$ cat config.mk
export PLATFORM = sky130hd
export DESIGN_NAME = tile_buffer_scheduler_flat
export DESIGN_NICKNAME = d
export VERILOG_FILES = /design/src/design/tbs_pkg.sv /design/src/design/tbs_in_if.sv /design/src/design/tbs_out_if.sv /design/src/design/tbs_seq.sv /design/src/design/tbs_out_buf.sv /design/src/design/tile_buffer_scheduler.sv /design/src/flat_wrapper.sv
export SDC_FILE = /design/constraint.sdc
export NUM_CORES = 1
export LEC_CHECK = 0
export CAP_MARGIN = 20
export CORE_MARGIN = 4
export CORE_UTILIZATION = 45
export CTS_CLUSTER_SIZE = 24
export DETAILED_ROUTE_END_ITERATION = 12
export DONT_BUFFER_PORTS = 1
export HOLD_SLACK_MARGIN = 0.12
export PLACE_DENSITY = 0.65
export SETUP_SLACK_MARGIN = 0.4
export SYNTH_ARGS = -nofsm -noshare
export SYNTH_HDL_FRONTEND = slang
export SYNTH_HIERARCHICAL = 1
export SYNTH_SLANG_ARGS = --single-unit
$ cat constraint.sdc
create_clock -name clk_i -period 7.8 [get_ports clk_i]
set_input_delay 0 -clock clk_i [delete_from_list [all_inputs] [get_ports clk_i]]
set_output_delay 0 -clock clk_i [all_outputs]
set_load 0.02 [all_outputs]
$ cat src/design/tbs_pkg.sv
// Package for the tile buffer scheduler.
// Holds event codes, tile phases, result actions and the result record.
// No dependencies.
package tbs_pkg;

  localparam int unsigned ModeW = 2;
  localparam int unsigned RowW  = 9;
  localparam int unsigned ActW  = 3;

  typedef enum logic [ModeW-1:0] {
    MODE_ALLOC      = 2'd0,
    MODE_SEND       = 2'd1,
    MODE_SEND_DONE  = 2'd2,
    MODE_CLEAR_DONE = 2'd3
  } mode_e;

  typedef enum logic [2:0] {
    PH_CLEARED    = 3'd0,
    PH_DRAWING    = 3'd1,
    PH_SEND_WAIT  = 3'd2,
    PH_SENDING    = 3'd3,
    PH_CLEAR_WAIT = 3'd4,
    PH_CLEARING   = 3'd5
  } phase_e;

  typedef enum logic [ActW-1:0] {
    ACT_NONE    = 3'd0,
    ACT_ALLOC   = 3'd1,
    ACT_REFUSED = 3'd2,
    ACT_SEND    = 3'd3,
    ACT_CLEAR   = 3'd4
  } action_e;

  typedef struct packed {
    action_e           action;
    logic              which_tile;
    logic [RowW-1:0]   window_start;
    logic [RowW-1:0]   window_rows;
    logic              last;
  } res_t;

endpackage

$ cat src/design/tbs_in_if.sv
// Event channel of the tile buffer scheduler.
// Depends on tbs_pkg for field widths.
interface tbs_in_if import tbs_pkg::*; ();
  logic            valid;
  logic            ready;
  logic [ModeW-1:0] mode;
  logic            tile;
  logic [RowW-1:0] row_start;
  logic [RowW-1:0] row_count;

  modport source (output valid, mode, tile, row_start, row_count, input ready);
  modport sink   (input valid, mode, tile, row_start, row_count, output ready);
endinterface

$ cat src/design/tbs_out_if.sv
// Result channel of the tile buffer scheduler.
// Depends on tbs_pkg for field widths.
interface tbs_out_if import tbs_pkg::*; ();
  logic            valid;
  logic            ready;
  logic [ActW-1:0] action;
  logic            which_tile;
  logic [RowW-1:0] window_start;
  logic [RowW-1:0] window_rows;
  logic            last;

  modport source (output valid, action, which_tile, window_start, window_rows, last,
                  input ready);
  modport sink   (input valid, action, which_tile, window_start, window_rows, last,
                  output ready);
endinterface

$ cat src/design/tbs_seq.sv
// Tile walker: holds tile phases, row windows and engine busy flags, and
// steps through the tiles for each event transaction, one per cycle while
// the result queue has room. Depends on tbs_pkg and tbs_in_if.
module tbs_seq import tbs_pkg::*; #(
  parameter int unsigned NUM_TILES = 2
) (
  input  logic     clk_i,
  input  logic     rst_ni,
  tbs_in_if.sink   in_i,
  output logic     push_valid_o,
  output res_t     push_data_o,
  input  logic     push_ready_i
);

  localparam int unsigned IdxW = (NUM_TILES > 1) ? $clog2(NUM_TILES) : 1;

  typedef enum logic [1:0] {
    S_IDLE,
    S_WALK,
    S_FINISH
  } state_e;

  state_e          state_q;
  mode_e           mode_q;
  logic [IdxW-1:0] idx_q;
  logic [RowW-1:0] rs_q, rc_q;
  logic            found_q;
  logic [1:0]      n_q;
  logic            pend_valid_q;
  res_t            pend_q;
  phase_e          phase_q [NUM_TILES];
  logic [RowW-1:0] first_row_q [NUM_TILES];
  logic [RowW-1:0] rows_q [NUM_TILES];
  logic            send_busy_q, clear_busy_q;

  phase_e          ph, ph_d;
  logic            send_busy_d, clear_busy_d;
  logic            emit, emit_ok, wr_rows, set_found, stall, last_step;
  res_t            emit_res, finish_res;
  logic            accept;

  assign in_i.ready = (state_q == S_IDLE);
  assign accept     = in_i.valid && in_i.ready;

  always_comb begin
    ph           = phase_q[idx_q];
    ph_d         = ph;
    send_busy_d  = send_busy_q;
    clear_busy_d = clear_busy_q;
    emit         = 1'b0;
    emit_res     = '0;
    wr_rows      = 1'b0;
    set_found    = 1'b0;
    emit_res.which_tile = idx_q[0];
    unique case (mode_q)
      MODE_ALLOC: begin
        if (!found_q && ph == PH_CLEARED) begin
          ph_d            = PH_DRAWING;
          wr_rows         = 1'b1;
          set_found       = 1'b1;
          emit            = 1'b1;
          emit_res.action = ACT_ALLOC;
        end
      end
      MODE_SEND: begin
        if (ph == PH_DRAWING) begin
          if (send_busy_q) begin
            ph_d = PH_SEND_WAIT;
          end else begin
            ph_d                  = PH_SENDING;
            send_busy_d           = 1'b1;
            emit                  = 1'b1;
            emit_res.action       = ACT_SEND;
            emit_res.window_start = first_row_q[idx_q];
            emit_res.window_rows  = rows_q[idx_q];
          end
        end
      end
      MODE_SEND_DONE: begin
        if (ph == PH_SENDING) begin
          if (clear_busy_q) begin
            ph_d = PH_CLEAR_WAIT;
          end else begin
            ph_d            = PH_CLEARING;
            clear_busy_d    = 1'b1;
            emit            = 1'b1;
            emit_res.action = ACT_CLEAR;
          end
        end else if (ph == PH_SEND_WAIT && !send_busy_q) begin
          ph_d                  = PH_SENDING;
          send_busy_d           = 1'b1;
          emit                  = 1'b1;
          emit_res.action       = ACT_SEND;
          emit_res.window_start = first_row_q[idx_q];
          emit_res.window_rows  = rows_q[idx_q];
        end
      end
      MODE_CLEAR_DONE: begin
        if (ph == PH_CLEARING) begin
          ph_d = PH_CLEARED;
        end else if (ph == PH_CLEAR_WAIT && !clear_busy_q) begin
          ph_d            = PH_CLEARING;
          clear_busy_d    = 1'b1;
          emit            = 1'b1;
          emit_res.action = ACT_CLEAR;
        end
      end
    endcase
    emit_ok   = emit && (n_q < 2'd2);
    stall     = emit_ok && pend_valid_q && !push_ready_i;
    last_step = (mode_q == MODE_SEND) || set_found || (idx_q == IdxW'(NUM_TILES - 1));

    finish_res      = '0;
    finish_res.last = 1'b1;
    if (pend_valid_q) begin
      finish_res      = pend_q;
      finish_res.last = 1'b1;
    end else if (mode_q == MODE_ALLOC) begin
      finish_res.action = ACT_REFUSED;
    end else begin
      finish_res.action = ACT_NONE;
    end

    push_valid_o = 1'b0;
    push_data_o  = pend_q;
    if (state_q == S_WALK) begin
      push_valid_o = emit_ok && pend_valid_q;
    end else if (state_q == S_FINISH) begin
      push_valid_o = 1'b1;
      push_data_o  = finish_res;
    end
  end

  always_ff @(posedge clk_i or negedge rst_ni) begin
    if (!rst_ni) begin
      state_q      <= S_IDLE;
      mode_q       <= MODE_ALLOC;
      idx_q        <= '0;
      found_q      <= 1'b0;
      n_q          <= '0;
      pend_valid_q <= 1'b0;
      send_busy_q  <= 1'b0;
      clear_busy_q <= 1'b0;
      for (int i = 0; i < NUM_TILES; i++) begin
        phase_q[i] <= PH_CLEARED;
      end
    end else begin
      unique case (state_q)
        S_IDLE: begin
          if (accept) begin
            mode_q       <= mode_e'(in_i.mode);
            idx_q        <= (mode_e'(in_i.mode) == MODE_SEND) ? IdxW'(in_i.tile) : '0;
            found_q      <= 1'b0;
            n_q          <= '0;
            pend_valid_q <= 1'b0;
            if (mode_e'(in_i.mode) == MODE_SEND_DONE) begin
              send_busy_q <= 1'b0;
            end
            if (mode_e'(in_i.mode) == MODE_CLEAR_DONE) begin
              clear_busy_q <= 1'b0;
            end
            state_q <= S_WALK;
          end
        end
        S_WALK: begin
          if (!stall) begin
            phase_q[idx_q] <= ph_d;
            send_busy_q    <= send_busy_d;
            clear_busy_q   <= clear_busy_d;
            if (set_found) begin
              found_q <= 1'b1;
            end
            if (emit_ok) begin
              pend_q       <= emit_res;
              pend_valid_q <= 1'b1;
              n_q          <= n_q + 2'd1;
            end
            if (last_step) begin
              state_q <= S_FINISH;
            end else begin
              idx_q <= idx_q + IdxW'(1);
            end
          end
        end
        S_FINISH: begin
          if (push_ready_i) begin
            pend_valid_q <= 1'b0;
            state_q      <= S_IDLE;
          end
        end
        default: state_q <= S_IDLE;
      endcase
    end
  end

  always_ff @(posedge clk_i) begin
    if (state_q == S_IDLE) begin
      if (accept) begin
        rs_q <= in_i.row_start;
        rc_q <= in_i.row_count;
      end
    end else if (state_q == S_WALK && !stall && wr_rows) begin
      first_row_q[idx_q] <= rs_q;
      rows_q[idx_q]      <= rc_q;
    end
  end

endmodule

$ cat src/design/tbs_out_buf.sv
// Two-entry result queue in front of the result channel.
// Depends on tbs_pkg and tbs_out_if.
module tbs_out_buf import tbs_pkg::*; (
  input  logic      clk_i,
  input  logic      rst_ni,
  input  logic      push_valid_i,
  input  res_t      push_data_i,
  output logic      push_ready_o,
  tbs_out_if.source out_o
);

  res_t       mem_q [2];
  logic       wr_q, rd_q;
  logic [1:0] cnt_q;
  logic       push, pop;
  res_t       head;

  assign push_ready_o = (cnt_q != 2'd2);
  assign push         = push_valid_i && push_ready_o;
  assign pop          = out_o.valid && out_o.ready;
  assign head         = mem_q[rd_q];

  assign out_o.valid        = (cnt_q != 2'd0);
  assign out_o.action       = head.action;
  assign out_o.which_tile   = head.which_tile;
  assign out_o.window_start = head.window_start;
  assign out_o.window_rows  = head.window_rows;
  assign out_o.last         = head.last;

  always_ff @(posedge clk_i or negedge rst_ni) begin
    if (!rst_ni) begin
      wr_q  <= 1'b0;
      rd_q  <= 1'b0;
      cnt_q <= '0;
    end else begin
      if (push) begin
        wr_q <= ~wr_q;
      end
      if (pop) begin
        rd_q <= ~rd_q;
      end
      if (push && !pop) begin
        cnt_q <= cnt_q + 2'd1;
      end else if (pop && !push) begin
        cnt_q <= cnt_q - 2'd1;
      end
    end
  end

  always_ff @(posedge clk_i) begin
    if (push) begin
      mem_q[wr_q] <= push_data_i;
    end
  end

endmodule

$ cat src/design/tile_buffer_scheduler.sv
// Tile buffer scheduler, top level.
// Depends on tbs_pkg, tbs_in_if, tbs_out_if, tbs_seq and tbs_out_buf.
//
// Use: events (allocate, send, send done, clear done) arrive on in_i as
// valid/ready transactions; each event yields one or two results on out_o,
// the final one marked by last. The input is ready only while no event is
// being worked on. A send event visits only its named tile (accept, one
// tile step, finish); the other events walk the tiles, one tile per cycle
// while the queue has room (an allocate stops at the first cleared tile).
// Results pass through a two-entry queue, so each result is registered
// there before it appears on out_o. When the receiver stalls, the queue
// fills and the walker holds until there is room; nothing is lost.
// Reset marks all tiles cleared and both engines idle; the row windows are
// only meaningful once a tile has been allocated.
module tile_buffer_scheduler import tbs_pkg::*; #(
  parameter int unsigned NUM_TILES = 2
) (
  input  logic      clk_i,
  input  logic      rst_ni,
  tbs_in_if.sink    in_i,
  tbs_out_if.source out_o
);

  logic push_valid, push_ready;
  res_t push_data;

  tbs_seq #(
    .NUM_TILES (NUM_TILES)
  ) u_seq (
    .clk_i        (clk_i),
    .rst_ni       (rst_ni),
    .in_i         (in_i),
    .push_valid_o (push_valid),
    .push_data_o  (push_data),
    .push_ready_i (push_ready)
  );

  tbs_out_buf u_out_buf (
    .clk_i        (clk_i),
    .rst_ni       (rst_ni),
    .push_valid_i (push_valid),
    .push_data_i  (push_data),
    .push_ready_o (push_ready),
    .out_o        (out_o)
  );

endmodule
$ cat src/flat_wrapper.sv
// flat-port wrapper written by rule: the top's interface ports become plain ports
module tile_buffer_scheduler_flat import tbs_pkg::*;
#(
  parameter int unsigned NUM_TILES = 2
)
  (clk_i, rst_ni, in_i_valid, in_i_mode, in_i_tile, in_i_row_start, in_i_row_count, in_i_ready, out_o_valid, out_o_action, out_o_which_tile, out_o_window_start, out_o_window_rows, out_o_last, out_o_ready);
  tbs_in_if in_i_i ();
  tbs_out_if out_o_i ();
  input  logic clk_i;
  input  logic rst_ni;
  input wire logic [$bits(in_i_i.valid)-1:0] in_i_valid;
  input wire logic [$bits(in_i_i.mode)-1:0] in_i_mode;
  input wire logic [$bits(in_i_i.tile)-1:0] in_i_tile;
  input wire logic [$bits(in_i_i.row_start)-1:0] in_i_row_start;
  input wire logic [$bits(in_i_i.row_count)-1:0] in_i_row_count;
  output wire logic [$bits(in_i_i.ready)-1:0] in_i_ready;
  output wire logic [$bits(out_o_i.valid)-1:0] out_o_valid;
  output wire logic [$bits(out_o_i.action)-1:0] out_o_action;
  output wire logic [$bits(out_o_i.which_tile)-1:0] out_o_which_tile;
  output wire logic [$bits(out_o_i.window_start)-1:0] out_o_window_start;
  output wire logic [$bits(out_o_i.window_rows)-1:0] out_o_window_rows;
  output wire logic [$bits(out_o_i.last)-1:0] out_o_last;
  input wire logic [$bits(out_o_i.ready)-1:0] out_o_ready;
  assign in_i_i.valid = in_i_valid;
  assign in_i_i.mode = in_i_mode;
  assign in_i_i.tile = in_i_tile;
  assign in_i_i.row_start = in_i_row_start;
  assign in_i_i.row_count = in_i_row_count;
  assign in_i_ready = in_i_i.ready;
  assign out_o_valid = out_o_i.valid;
  assign out_o_action = out_o_i.action;
  assign out_o_which_tile = out_o_i.which_tile;
  assign out_o_window_start = out_o_i.window_start;
  assign out_o_window_rows = out_o_i.window_rows;
  assign out_o_last = out_o_i.last;
  assign out_o_i.ready = out_o_ready;
  tile_buffer_scheduler #(.NUM_TILES(NUM_TILES)) u_core (.clk_i(clk_i), .rst_ni(rst_ni), .in_i(in_i_i), .out_o(out_o_i));
endmodule
==> Word-level counts from Yosys, hierarchy flattened <==
Memory sizes are Yosys's and may differ from the RTL's.
Cells that the tools add are included.
{ "classes": {"reduce_logical": 40, "n_addsub": 4, "n_bitwise": 4, "muxes": 91, "n_eq_ne": 31, "order_cmp": 3} }
{ "ops": {"columns": ["op", "count"], "rows": [
  ["two-way mux 18 bit", 4],
  ["two-way mux 23 bit", 2],
  ["two-way mux 3 bit", 15],
  ["two-way mux 1 bit", 41],
  ["case mux 18 bit (2 select lines)", 1],
  ["two-way mux 2 bit", 13],
  ["case mux 3 bit (4 select lines)", 2],
  ["two-way mux 20 bit", 1],
  ["AND reduction 4 bit", 5],
  ["inequality test 3 bit, second input constant", 6],
  ["AND reduction 8 bit", 2],
  ["logical AND 1 bit", 14],
  ["inequality test 2 bit, second input constant", 7],
  ["case mux 1 bit (2 select lines)", 6],
  ["equality test 2 bit, second input constant", 5],
  ["logical NOT 1 bit", 7],
  ["bitwise mux 6 bit", 1],
  ["equality test 2 x 1 -> 1 bit, second input constant", 3],
  ["equality test 3 x 2 -> 1 bit, second input constant", 2],
  ["equality test 3 bit, second input constant", 2],
  ["inequality test 2 x 1 -> 1 bit, second input constant", 3],
  ["case mux 2 bit (3 select lines)", 1],
  ["nonzero test 2 bit", 3],
  ["AND reduction 5 bit", 1],
  ["other kinds (20)", 26]
]} }
{ "totals": {"wordCells": 195, "output_inout_bits": 25, "in_bits": 25, "memories": 3, "register_bits": 61, "ramBits": 82} }
{ "memory_table": {"columns": ["memory", "words", "width", "rd", "rd_ports_with_merged_regs", "write_ports", "line", "text"], "rows": [
  ["u_core.u_out_buf.mem_q", 2, 23, 1, 0, 1, "tbs_out_buf.sv:12", "res_t mem_q [2];"],
  ["u_core.u_seq.first_row_q", 2, 9, 1, 0, 1, "tbs_seq.sv:32", "logic [RowW-1:0] first_row_q [NUM_TILES];"],
  ["u_core.u_seq.rows_q", 2, 9, 1, 0, 1, "tbs_seq.sv:33", "logic [RowW-1:0] rows_q [NUM_TILES];"]
]} }

==> Longest topological paths before layout <==
Gate-level depths: netlist (run 1).
{ "depth": {"word_depth": 18, "mapped_depth": 14, "mapped_depth_nobuf": 13} }

==> Modules after synthesis <==
Netlist (run 1), hierarchy kept.
{ "modules_own_cells": {"columns": ["mod", "instances", "cells_each", "area_per_inst_um2", "seq_area_each_um2"], "rows": [
  ["tbs_seq", 1, 291, 4021.4, 2707.6],
  ["tbs_out_buf", 1, 90, 1959.4, 1481.4]
]} }

==> Worst setup path after synthesis (run 1) <==
No wires, ideal clock.
{ "synth_timing": {"path_kind": "reg2reg", "from": "register u_core.u_seq.idx_q", "to": "memory u_core.u_seq.first_row_q[1][0], enable pin", "synth_period_minus_slack_ns": 3.611, "setup_time_ns": 0.439, "path_slack_ns": 4.189, "n_path_buf": 1, "required_ns": 7.361, "stages_incl_launch_ff": 6, "arrival_ns": 3.172, "cell_sequence": "dfrtp_1 buf_6 or3_1 a21oi_2 nand3_2 nor4_1"} }
{ "synth_between": {"elab_chain_len": 18, "word_cells_on_any_way": 30, "cone_classes": "eq/ne (5); mux (14); bitwise (1); reduce/logical (10)"} }
{ "synth_lines": {"columns": ["element", "line", "text"], "rows": [
  ["start, declared", "tbs_seq.sv:25", "logic [IdxW-1:0] idx_q;"],
  ["start signal, assigned", "tbs_seq.sv:152", "idx_q <= (mode_e'(in_i.mode) == MODE_SEND) ? IdxW'(in_i.tile) : '0;"],
  ["start signal, assigned", "tbs_seq.sv:181", "idx_q <= idx_q + IdxW'(1);"],
  ["NOT 1 -> 2 bit (implied by the code)", "tbs_seq.sv:46", "ph = phase_q[idx_q];"],
  ["two-way mux 3 bit (implied by the code) (3 in a row)", "tbs_seq.sv:46", null],
  ["equality test 3 bit or equality test 3 x 2 -> 1 bit (tied branches)", "tbs_seq.sv:101, tbs_seq.sv:89", null],
  ["logical AND 1 bit, on equally long branches", "tbs_seq.sv:101, tbs_seq.sv:89", null],
  ["two-way mux 1 bit, on equally long branches", "tbs_seq.sv:101, tbs_seq.sv:89", null],
  ["two-way mux 1 bit, on equally long branches", "tbs_seq.sv:99, tbs_seq.sv:80", null],
  ["case mux 1 bit (4 select lines)", "tbs_seq.sv:55", "unique case (mode_q)"],
  ["logical AND 1 bit", "tbs_seq.sv:109", "emit_ok = emit && (n_q < 2'd2);"],
  ["logical AND 1 bit (2 in a row)", "tbs_seq.sv:110", "stall = emit_ok && pend_valid_q && !push_ready_i;"],
  ["logical NOT 1 bit", "tbs_seq.sv:202", "end else if (state_q == S_WALK && !stall && wr_rows) begin"],
  ["logical AND 1 bit (2 in a row)", "tbs_seq.sv:202", null],
  ["two-way mux 1 bit", "tbs_seq.sv:202", null],
  ["two-way mux 1 bit", "tbs_seq.sv:197", "if (state_q == S_IDLE) begin"],
  ["two-way mux 1 bit (implied by the code)", "tbs_seq.sv:203", "first_row_q[idx_q] <= rs_q;"],
  ["end, declared", "tbs_seq.sv:32", null]
]} }
Parallel ways exist; a longest one is shown, timed or not. The select of a mux whose other input is x is not followed.

==> Final worst setup path (run 1) <==
{ "layout_timing": {"from": "register u_core.u_seq.idx_q", "to": "memory u_core/u_out_buf/mem_q[1][9] (netlist name), enable pin"} }
{ "layout_between": {"elab_chain_len": 15, "word_cells_on_any_way": 26, "cone_classes": "eq/ne (5); mux (13); bitwise (1); reduce/logical (7)"} }
{ "layout_lines": {"columns": ["element", "line", "text"], "rows": [
  ["NOT 1 -> 2 bit (implied by the code) *", "tbs_seq.sv:46", null],
  ["two-way mux 3 bit (implied by the code) * (3 in a row)", "tbs_seq.sv:46", null],
  ["equality test 3 bit or equality test 3 x 2 -> 1 bit (tied branches)", "tbs_seq.sv:101, tbs_seq.sv:89", null],
  ["logical AND 1 bit, on equally long branches", "tbs_seq.sv:101, tbs_seq.sv:89", null],
  ["two-way mux 1 bit, on equally long branches", "tbs_seq.sv:101, tbs_seq.sv:89", null],
  ["two-way mux 1 bit, on equally long branches", "tbs_seq.sv:99, tbs_seq.sv:80", null],
  ["case mux 1 bit (4 select lines) *", "tbs_seq.sv:55", null],
  ["logical AND 1 bit *", "tbs_seq.sv:109", null],
  ["logical AND 1 bit *", "tbs_seq.sv:127", "push_valid_o = emit_ok && pend_valid_q;"],
  ["two-way mux 1 bit *", "tbs_seq.sv:126", "if (state_q == S_WALK) begin"],
  ["via u_core.push_valid", "tile_buffer_scheduler.sv:24", "logic push_valid, push_ready;"],
  ["logical AND 1 bit *", "tbs_out_buf.sv:19", "assign push = push_valid_i && push_ready_o;"],
  ["two-way mux 1 bit *", "tbs_out_buf.sv:51", "if (push) begin"],
  ["two-way mux 1 bit (implied by the code) *", "tbs_out_buf.sv:52", "mem_q[wr_q] <= push_data_i;"],
  ["end, declared", "tbs_out_buf.sv:12", null]
]} }
Mark *: on every way through the listed nets, which the timed path passes. The rest lies on a longest branch. The select of a mux whose other input is x is not followed.

==> results summary, run 1 <==
The run finished with clean final reports. The wire length of the first global-routing pass is 16700 um. The cell count of the worst reg-to-reg path came out at 8.

The minimum setup slack in the final design is 3.81 ns. The cell area after technology mapping is 0.00598 mm2. The detail route stage leaves a number of antenna-violating nets equal to 0. The netlist uses 58 different library cells. After clock tree synthesis, the clock-pin slew on the worst setup and hold paths is 0.06 ns.

The data required time of the worst path came out at 7.83 ns. The peak supply drop came out at 0.217 mV. The setup TNS is 0 ns. The maximum fanout along the worst path came out at 23. The synthesized instance count is 381. The transition time of the tightest slew-check pin is 1.03 ns. The total overflow reported by the global router is 0. The layout overhead on the synthesized area came out at 17.6%. After detailed routing, the average wire length per cell comes to 17.4 um. After detailed placement, the design holds a cell count of 546.

The count of inserted antenna diode cells is 0. The number of enable-type register cells in the synthesized netlist is 122. Counting every net in the synthesized netlist gives 411. The synthesized design spends more area on one cell type than any other, namely sky130_fd_sc_hd__edfxtp_1. For this run, asynchronously set or reset flops after synthesis account for 14.7%.

Of the cells placed in the final design, the portion with a size suffix greater than 1 is 16.8%. The area of combinational cells with multiple inputs came out at 0.00167 mm2. The buffer depth of the longest clock path came out at 2.

The path type of the worst setup path is register to register. The post-synthesis sequential area ratio came out at 70.0%. The DRC violation total after the first TritonRoute iteration came out at 176. The endpoint identified for the worst register-to-register timing path is u_core/u_out_buf/mem_q[1][9]$_DFFE_PP_. During synthesis, Yosys emitted a total of 6 warnings.

The number of clock sinks seen by CTS is 143. Following the worst setup path forward leads to its endpoint at u_core/u_out_buf/mem_q[1][9]$_DFFE_PP_. Routability-driven placement finished with a final weighted congestion of 0.835.

The total routed wirelength is 10500 um. In this run the worst setup path begins at u_core/u_seq/idx_q$_DFFE_PN0P_. The net count reported at finish came out at 451. The post-route total power is 2.68 mW. The startpoint identified for the worst hold timing path is in_i_row_count[8].

Buffers inserted during clock tree synthesis total 17. The later pin in the worst-skew pair is clocked with a latency of 0.42 ns. The horizontal extent of the die came out at 123 um. In the synthesized netlist the dominant register cell turns out to be sky130_fd_sc_hd__edfxtp_1. Clock tree synthesis selected as its root buffer the cell sky130_fd_sc_hd__clkbuf_16. The number of search-and-repair iterations in the first detailed-routing pass came out at 4.

The path class of the tightest hold or removal check is input pin to register. The sequential cell area came out at 0.00419 mm2. The placement row count is 41.

The total routing resource utilization after global routing came out at 15.2%. The remaining routing DRC violations came out at 0. The worst setup slack before clock tree synthesis is 3.62 ns.

In the synthesized netlist, the cells that appear most often are sky130_fd_sc_hd__edfxtp_1, sky130_fd_sc_hd__nor2_1, sky130_fd_sc_hd__mux2i_1, sky130_fd_sc_hd__nor2b_1. The starting density of the core is 46.6%. Entering global routing, the biggest net connects 24 pins.

The relative slew slack is 31.1%. The half-perimeter wire length after detailed placement came out at 6800 um. The via-per-instance ratio came out at 5.24. The startpoint of the lowest-slack register-to-register path is u_core/u_seq/idx_q$_DFFE_PN0P_. TritonCTS built the clock tree.

The via count of the first global-routing pass is 3134. The area of the die came out at 0.0152 mm2. The type of element capturing the critical path is a register. The buffer count from post-CTS setup fixing is 0. The final period demand of the worst path came out at 3.99 ns.

In this run, synthesis produced a sequential element count of 143. Setup repair after global routing left no endpoint under its margin. The count of endpoints failing hold in the final timing report is 0. The core box area is 0.0128 mm2.

The category of the worst setup path launch point is a register. Yosys attributes the largest share of cell area to sky130_fd_sc_hd__edfxtp_1, sky130_fd_sc_hd__dfrtp_1, sky130_fd_sc_hd__mux2_4, sky130_fd_sc_hd__mux2i_1, sky130_fd_sc_hd__nor2b_1. The maximum operating frequency is 0.251 GHz. The count of buffers inserted at the top-level ports is 0. The ratio of final minimum period to clock period came out at 51.1%. The clock tree skew after final layout is 0.00601 ns. In this run the static leakage power is 2.60 nW. The total of fill cells in the finished design is 1058. The total vias in the final route is 3175. The mean post-synth cell area came out at 15.7 um2. Yosys instantiated no cell more often than sky130_fd_sc_hd__edfxtp_1. The area share of the leading cell type in the synthesized netlist came out at 61.3%. The number of placed I/O pins came out at 50. Setup violations remaining at the end of the flow were counted as 0. For this run, the number of standard cells in the final layout without fillers is 606. The number of levels in the clock H-tree is 4.

The number of antenna violations at the first check in global routing is 0. The height of the die is 123 um. The max capacitance violation total is 0. The final count of pins violating max slew was 0. Power spread over the standard cell area amounts to 381 mW/mm2. In this run the register-to-register setup slack is 3.81 ns.

The critical path arrival is 4.02 ns.
==> critical path, cell delays in order, from the launching register on <==
cell and delay [ns]:
sky130_fd_sc_hd__dfrtp_1 0.91, sky130_fd_sc_hd__buf_4 0.42, sky130_fd_sc_hd__mux2i_4 0.47, sky130_fd_sc_hd__o2111ai_2 0.22, sky130_fd_sc_hd__o211a_1 0.22, sky130_fd_sc_hd__o21ai_4 0.29, sky130_fd_sc_hd__nand3_1 0.12, sky130_fd_sc_hd__nand2_1 0.10
sky130_fd_sc_hd__and3_1 0.84
==> state kept, by name (all words and copies together) (netlist names), 2 cells and up <==
name,count
u_core/u_out_buf/mem_q,46
u_core/u_seq/pend_q,22
u_core/u_seq/first_row_q,18
u_core/u_seq/rows_q,18
u_core/u_seq/rc_q,9
u_core/u_seq/rs_q,9
u_core/u_seq/phase_q,6
u_core/u_out_buf/cnt_q,2
u_core/u_seq/mode_q,2
u_core/u_seq/n_q,2
u_core/u_seq/state_q,2
==> stage by stage <==
step	cell area [um2]	util [%]	hold WS, ns
floorplan	5980	-	-0.296
global placement	6160	48.0	-0.295
detailed placement	6160	48.0	-0.295
CTS	7010	54.6	0.182
global route	7040	54.9	0.188
finish	7040	54.9	0.213
==> logic make-up (layout without fill, tap and decap cells) <==
group / after synthesis / count (layout) / share of synthesized area (%)
flip-flops: 143 / 143 / 70.0
AND/OR/NAND/NOR: 107 / 107 / 9.50
multiplexers: 53 / 53 / 10.9
AO/OA/AOI/OAI: 45 / 45 / 5.50
buffers and inverters: 23 / 76 / 2.26
adder cells (fa/ha/maj): 5 / 5 / 1.05
XOR/XNOR: 5 / 5 / 0.732
==> placed cells by master (no fill, tap or decap), types with 3 or more instances in the layout <==
cell and n:
sky130_fd_sc_hd__nor2_1 29, sky130_fd_sc_hd__mux2_4 19, sky130_fd_sc_hd__buf_4 6, sky130_fd_sc_hd__inv_1 10
sky130_fd_sc_hd__o22ai_1 4, sky130_fd_sc_hd__edfxtp_1 122, sky130_fd_sc_hd__ha_1 5, sky130_fd_sc_hd__nor2b_1 23
sky130_fd_sc_hd__mux2_2 7, sky130_fd_sc_hd__a211o_1 3, sky130_fd_sc_hd__o21ai_0 14, sky130_fd_sc_hd__nor3b_1 5
sky130_fd_sc_hd__clkinv_2 3, sky130_fd_sc_hd__xnor2_1 3, sky130_fd_sc_hd__dlygate4sd3_1 25, sky130_fd_sc_hd__nand2b_1 5
sky130_fd_sc_hd__nor3_1 3, sky130_fd_sc_hd__nand2_1 21, sky130_fd_sc_hd__dfrtp_1 21, sky130_fd_sc_hd__mux2i_1 23
sky130_fd_sc_hd__clkinv_1 5, sky130_fd_sc_hd__o31ai_1 3, sky130_fd_sc_hd__bufinv_16 3, sky130_fd_sc_hd__clkbuf_16 17
sky130_fd_sc_hd__o211ai_1 3
==> final cells by class <==
type / count / area share (%)
Sequential cell: 143 / 59.5
Multi-Input combinational cell: 215 / 23.8
Clock buffer: 18 / 6.10
Timing Repair Buffer: 34 / 4.91
Tap cell: 172 / 3.06
Clock inverter: 14 / 2.10
Inverter: 10 / 0.534
==> timing repair <==
item	4_1_cts	5_1_grt
hold endpoints to repair	73	0
resized for setup	0	0
hold buffers	26	0
setup endpoints to repair	0	0
==> layer usage <==
metal / wire, um / vias up / GRT usage (%)
li1: - / 1505 / -
met1: 4860 / 1576 / 20.2
met2: 4930 / 77 / 22.1
met3: 543 / 17 / 5.81
met4: 200 / 0 / 6.85
met5: 0 / - / 0
==> how the worst min path moves through the flow <==
stage,to,depth (start not counted)
6_report,u_core/u_seq/rc_q[8]$_DFFE_PP_,1
5_1_grt,u_core/u_seq/rs_q[0]$_DFFE_PP_,1
4_1_cts,u_core/u_seq/rs_q[6]$_DFFE_PP_,1
3_5_place_dp,u_core/u_seq/send_busy_q$_DFFE_PN0P_,0
3_3_place_gp,u_core/u_seq/send_busy_q$_DFFE_PN0P_,0
2_1_floorplan,u_core/u_out_buf/cnt_q[0]$_DFFE_PN0P_,0
==> where the power goes <==
part | switching [mW] | internal (mW) | leakage, nW
combinational | 0.476 | 0.301 | 0.944
sequential | 0.0976 | 1.02 | 1.38
clock | 0.291 | 0.495 | 0.277
total | 0.864 | 1.82 | 2.60
Power figures use the tool's default switching activity.
==> run 2: changes to the inputs <==
Clock period 7.8 ns to 4.1 ns, I/O delays scaled along.
==> results summary, run 2 (synthesized netlist as in run 1, its figures left out) <==
The count of endpoints failing hold in the final timing report is 0 (unchanged). The horizontal extent of the die came out at 123 um (unchanged). The maximum fanout along the worst path was 23 (unchanged). The starting density of the core is 46.6% (unchanged).

The height of the die came out at 123 um (unchanged). The transition time of the tightest slew-check pin came to 0.872 ns (-0.162 ns). The count of buffers inserted at the top-level ports came out at 0 (unchanged). In the layout the commonest cells are sky130_fd_sc_hd__edfxtp_1, sky130_fd_sc_hd__nor2_1, sky130_fd_sc_hd__dlygate4sd3_1, sky130_fd_sc_hd__nor2b_1, sky130_fd_sc_hd__mux2i_1. The leakage power of the design came out at 2.61 nW (+0.49%). STA classifies the critical path startpoint as a register.

The flip-flop count of the largest register after layout came to 46 (unchanged). The total overflow reported by the global router is 0 (unchanged). The number of levels in the clock H-tree is 4 (unchanged). The type of element capturing the critical path is a register. The peak supply drop came out at 0.306 mV (+41%). The net count reported at finish is 452 (+0.22%).

The type of the tightest min-delay check is input pin to register. The setup TNS came out at 0 ns (unchanged). The maximum operating frequency came out at 0.343 GHz (+37%). The number of setup violations in the final report is 0 (unchanged).

The largest stage delay on the critical path is 0.51 ns (-0.40 ns). The area of combinational cells with multiple inputs is 0.00167 mm2 (unchanged). The buffer depth of the longest clock path is 2 (unchanged). The placement row count is 41 (unchanged). The ratio of final minimum period to clock period came out at 71.1% (+20 points). The total routing resource utilization after global routing was 14.4% (-0.77 points). The data required time of the worst path came out at 4.19 ns (-3.64 ns). In the final layout, the registers with the most flip-flops are u_core/u_out_buf/mem_q (46), u_core/u_seq/pend_q (22). The number of antenna violations at the first check in global routing came to 0 (unchanged). The clock tree skew after final layout came out at 0.0127 ns (+0.00673 ns).

The via count of the first global-routing pass was 3184 (+1.6%). The remaining routing DRC violations came out at 0 (unchanged). The area of the die came out at 0.0152 mm2 (unchanged). The relative slew slack is 41.7% (+11 points). The critical path in this run is classified as register to register. The critical path goes through buf_4 -> nor3b_1 -> o2111ai_2 -> o211a_1 -> o21ai_4 -> nand3_1 -> nand2_1 -> nand2_1 -> nor2_2 -> buf_4. The final period demand of the worst path is 2.91 ns (-1.08 ns). The half-perimeter wire length after detailed placement came out at 6770 um (-0.48%). The largest net degree at the start of global routing is 24 (unchanged).

TritonCTS built the clock tree. The slowest stage of the critical path belongs to the cell sky130_fd_sc_hd__dfrtp_1. The weighted congestion reported at the end of routability-driven placement is 0.822 (-1.5%). The tree is rooted in a sky130_fd_sc_hd__clkbuf_16. The power density normalized to cell area is 731 mW/mm2 (+92%). The total routed wirelength is 10100 um (-4.1%). The detail-routed net length per standard cell came out at 16.6 um (-4.3%). The post-route total power was 5.17 mW (+93%).

The total vias in the final route is 3098 (-2.4%). The DRC violation total after the first TritonRoute iteration came out at 112 (-36%). The via-per-instance ratio is 5.10 (-2.6%). The flow ran to the end, and the final reports show no timing, DRC or antenna violations. The core box area is 0.0128 mm2 (unchanged).

The insertion delay to the later sink of the worst-skew pair came out at 0.42 ns (about the same). The final count of pins violating max slew is 0 (unchanged). The layout overhead on the synthesized area is 18.2%. The critical path arrival is 3.00 ns (-1.02 ns). The total CTS buffers was 17 (unchanged). The number of routed nets with antenna violations is 0 (unchanged). The share of final-layout standard cells stronger than drive strength 1 is 18.2% (+1.3 points). The clock transition time at the flip-flop clock pins of the worst setup and hold paths is 0.06 ns (about the same). The number of search-and-repair iterations in the first detailed-routing pass is 4 (unchanged). The largest register by flop count is u_core/u_out_buf/mem_q.

The number of placed I/O pins is 50 (unchanged). Setup repair after global routing left no endpoint under its margin. The end-of-flow core utilization is 55.1% (+0.25 points). The max capacitance violation total is 0 (unchanged). The most common cell after layout, fill and taps aside is sky130_fd_sc_hd__edfxtp_1. The total of fill cells in the finished design came out at 1051 (-0.66%).

The sequential cell area is 0.00419 mm2 (unchanged). The worst setup slack for register-to-register paths is 1.19 ns (-2.62 ns). The number of clock sinks seen by CTS is 143 (unchanged).

The wire length of the first global-routing pass came out at 16200 um (-2.8%). The count of inserted antenna diode cells came to 0 (unchanged).
run 2: final timing paths:
kind                                                     start                                      end  cells after the start
min in group asynchronous                               rst_ni      u_core/u_seq/phase_q[5]$_DFFE_PN0P_                      2
worst max-delay path            u_core/u_seq/idx_q$_DFFE_PN0P_  u_core/u_out_buf/mem_q[0][10]$_DFFE_PP_                     10
worst min register to register  u_core/u_seq/rc_q[4]$_DFFE_PP_      u_core/u_seq/rows_q[1][4]$_DFFE_PP_                      0
worst min-delay path                         in_i_row_start[3]           u_core/u_seq/rs_q[3]$_DFFE_PP_                      1
worst max register to register  u_core/u_seq/idx_q$_DFFE_PN0P_  u_core/u_out_buf/mem_q[0][10]$_DFFE_PP_                     10
max in group asynchronous                               rst_ni        u_core/u_out_buf/rd_q$_DFFE_PN0P_                      3
run 2: final cells by class:
cell class,count,area share [%]
multi-input cells,215,23.7
clock inverters,14,2.55
flip-flops and latches,143,59.3
well taps,172,3.04
repair buffers,35,4.89
clock buffers,18,6.07
inverters,10,0.531
run 2: timing repair:
action                                 CTS  global route
setup buffers                            0             0
endpoints found under the hold margin   73             6
gates resized for setup                  0             0
hold buffers                            24             1
run 2: stage by stage:
step	setup slack (ns)	area, um2	std cells	hold slack (ns)
floorplan	0.489	5980	381	-0.296
global placement	1.33	6180	549	-0.295
detailed placement	1.23	6180	549	-0.295
CTS	1.22	7030	605	0.181
global route	1.02	7070	607	0.183
finish	1.19	7070	607	0.206
run 2: per-layer routing:
metal | GRT usage [%] | wire length (um) | vias to the layer above | part of all wire, %
met1 | 19.1 | 4600 | 1500 | 46
met4 | 7.34 | 223 | 0 | 2.2
met3 | 3.93 | 497 | 16 | 4.9
met2 | 21.8 | 4780 | 72 | 47
met5 | 0 | 0 | - | 0
li1 | - | - | 1510 | -
run 2: where the power goes:
group / switching, mW / total [mW] / internal [mW]
clock network: 0.603 / 1.57 / 0.968
logic: 0.926 / 1.50 / 0.573
registers: 0.159 / 2.10 / 1.94
run 2: worst max-delay path: cells and delay by family, from the launching register on:
kind | cells | cell delay, ns
buffers and inverters | 2 | 0.59
AOI/OAI and AO/OA | 3 | 0.69
DFF | 1 | 0.51
and+or+nand+nor | 5 | 0.79
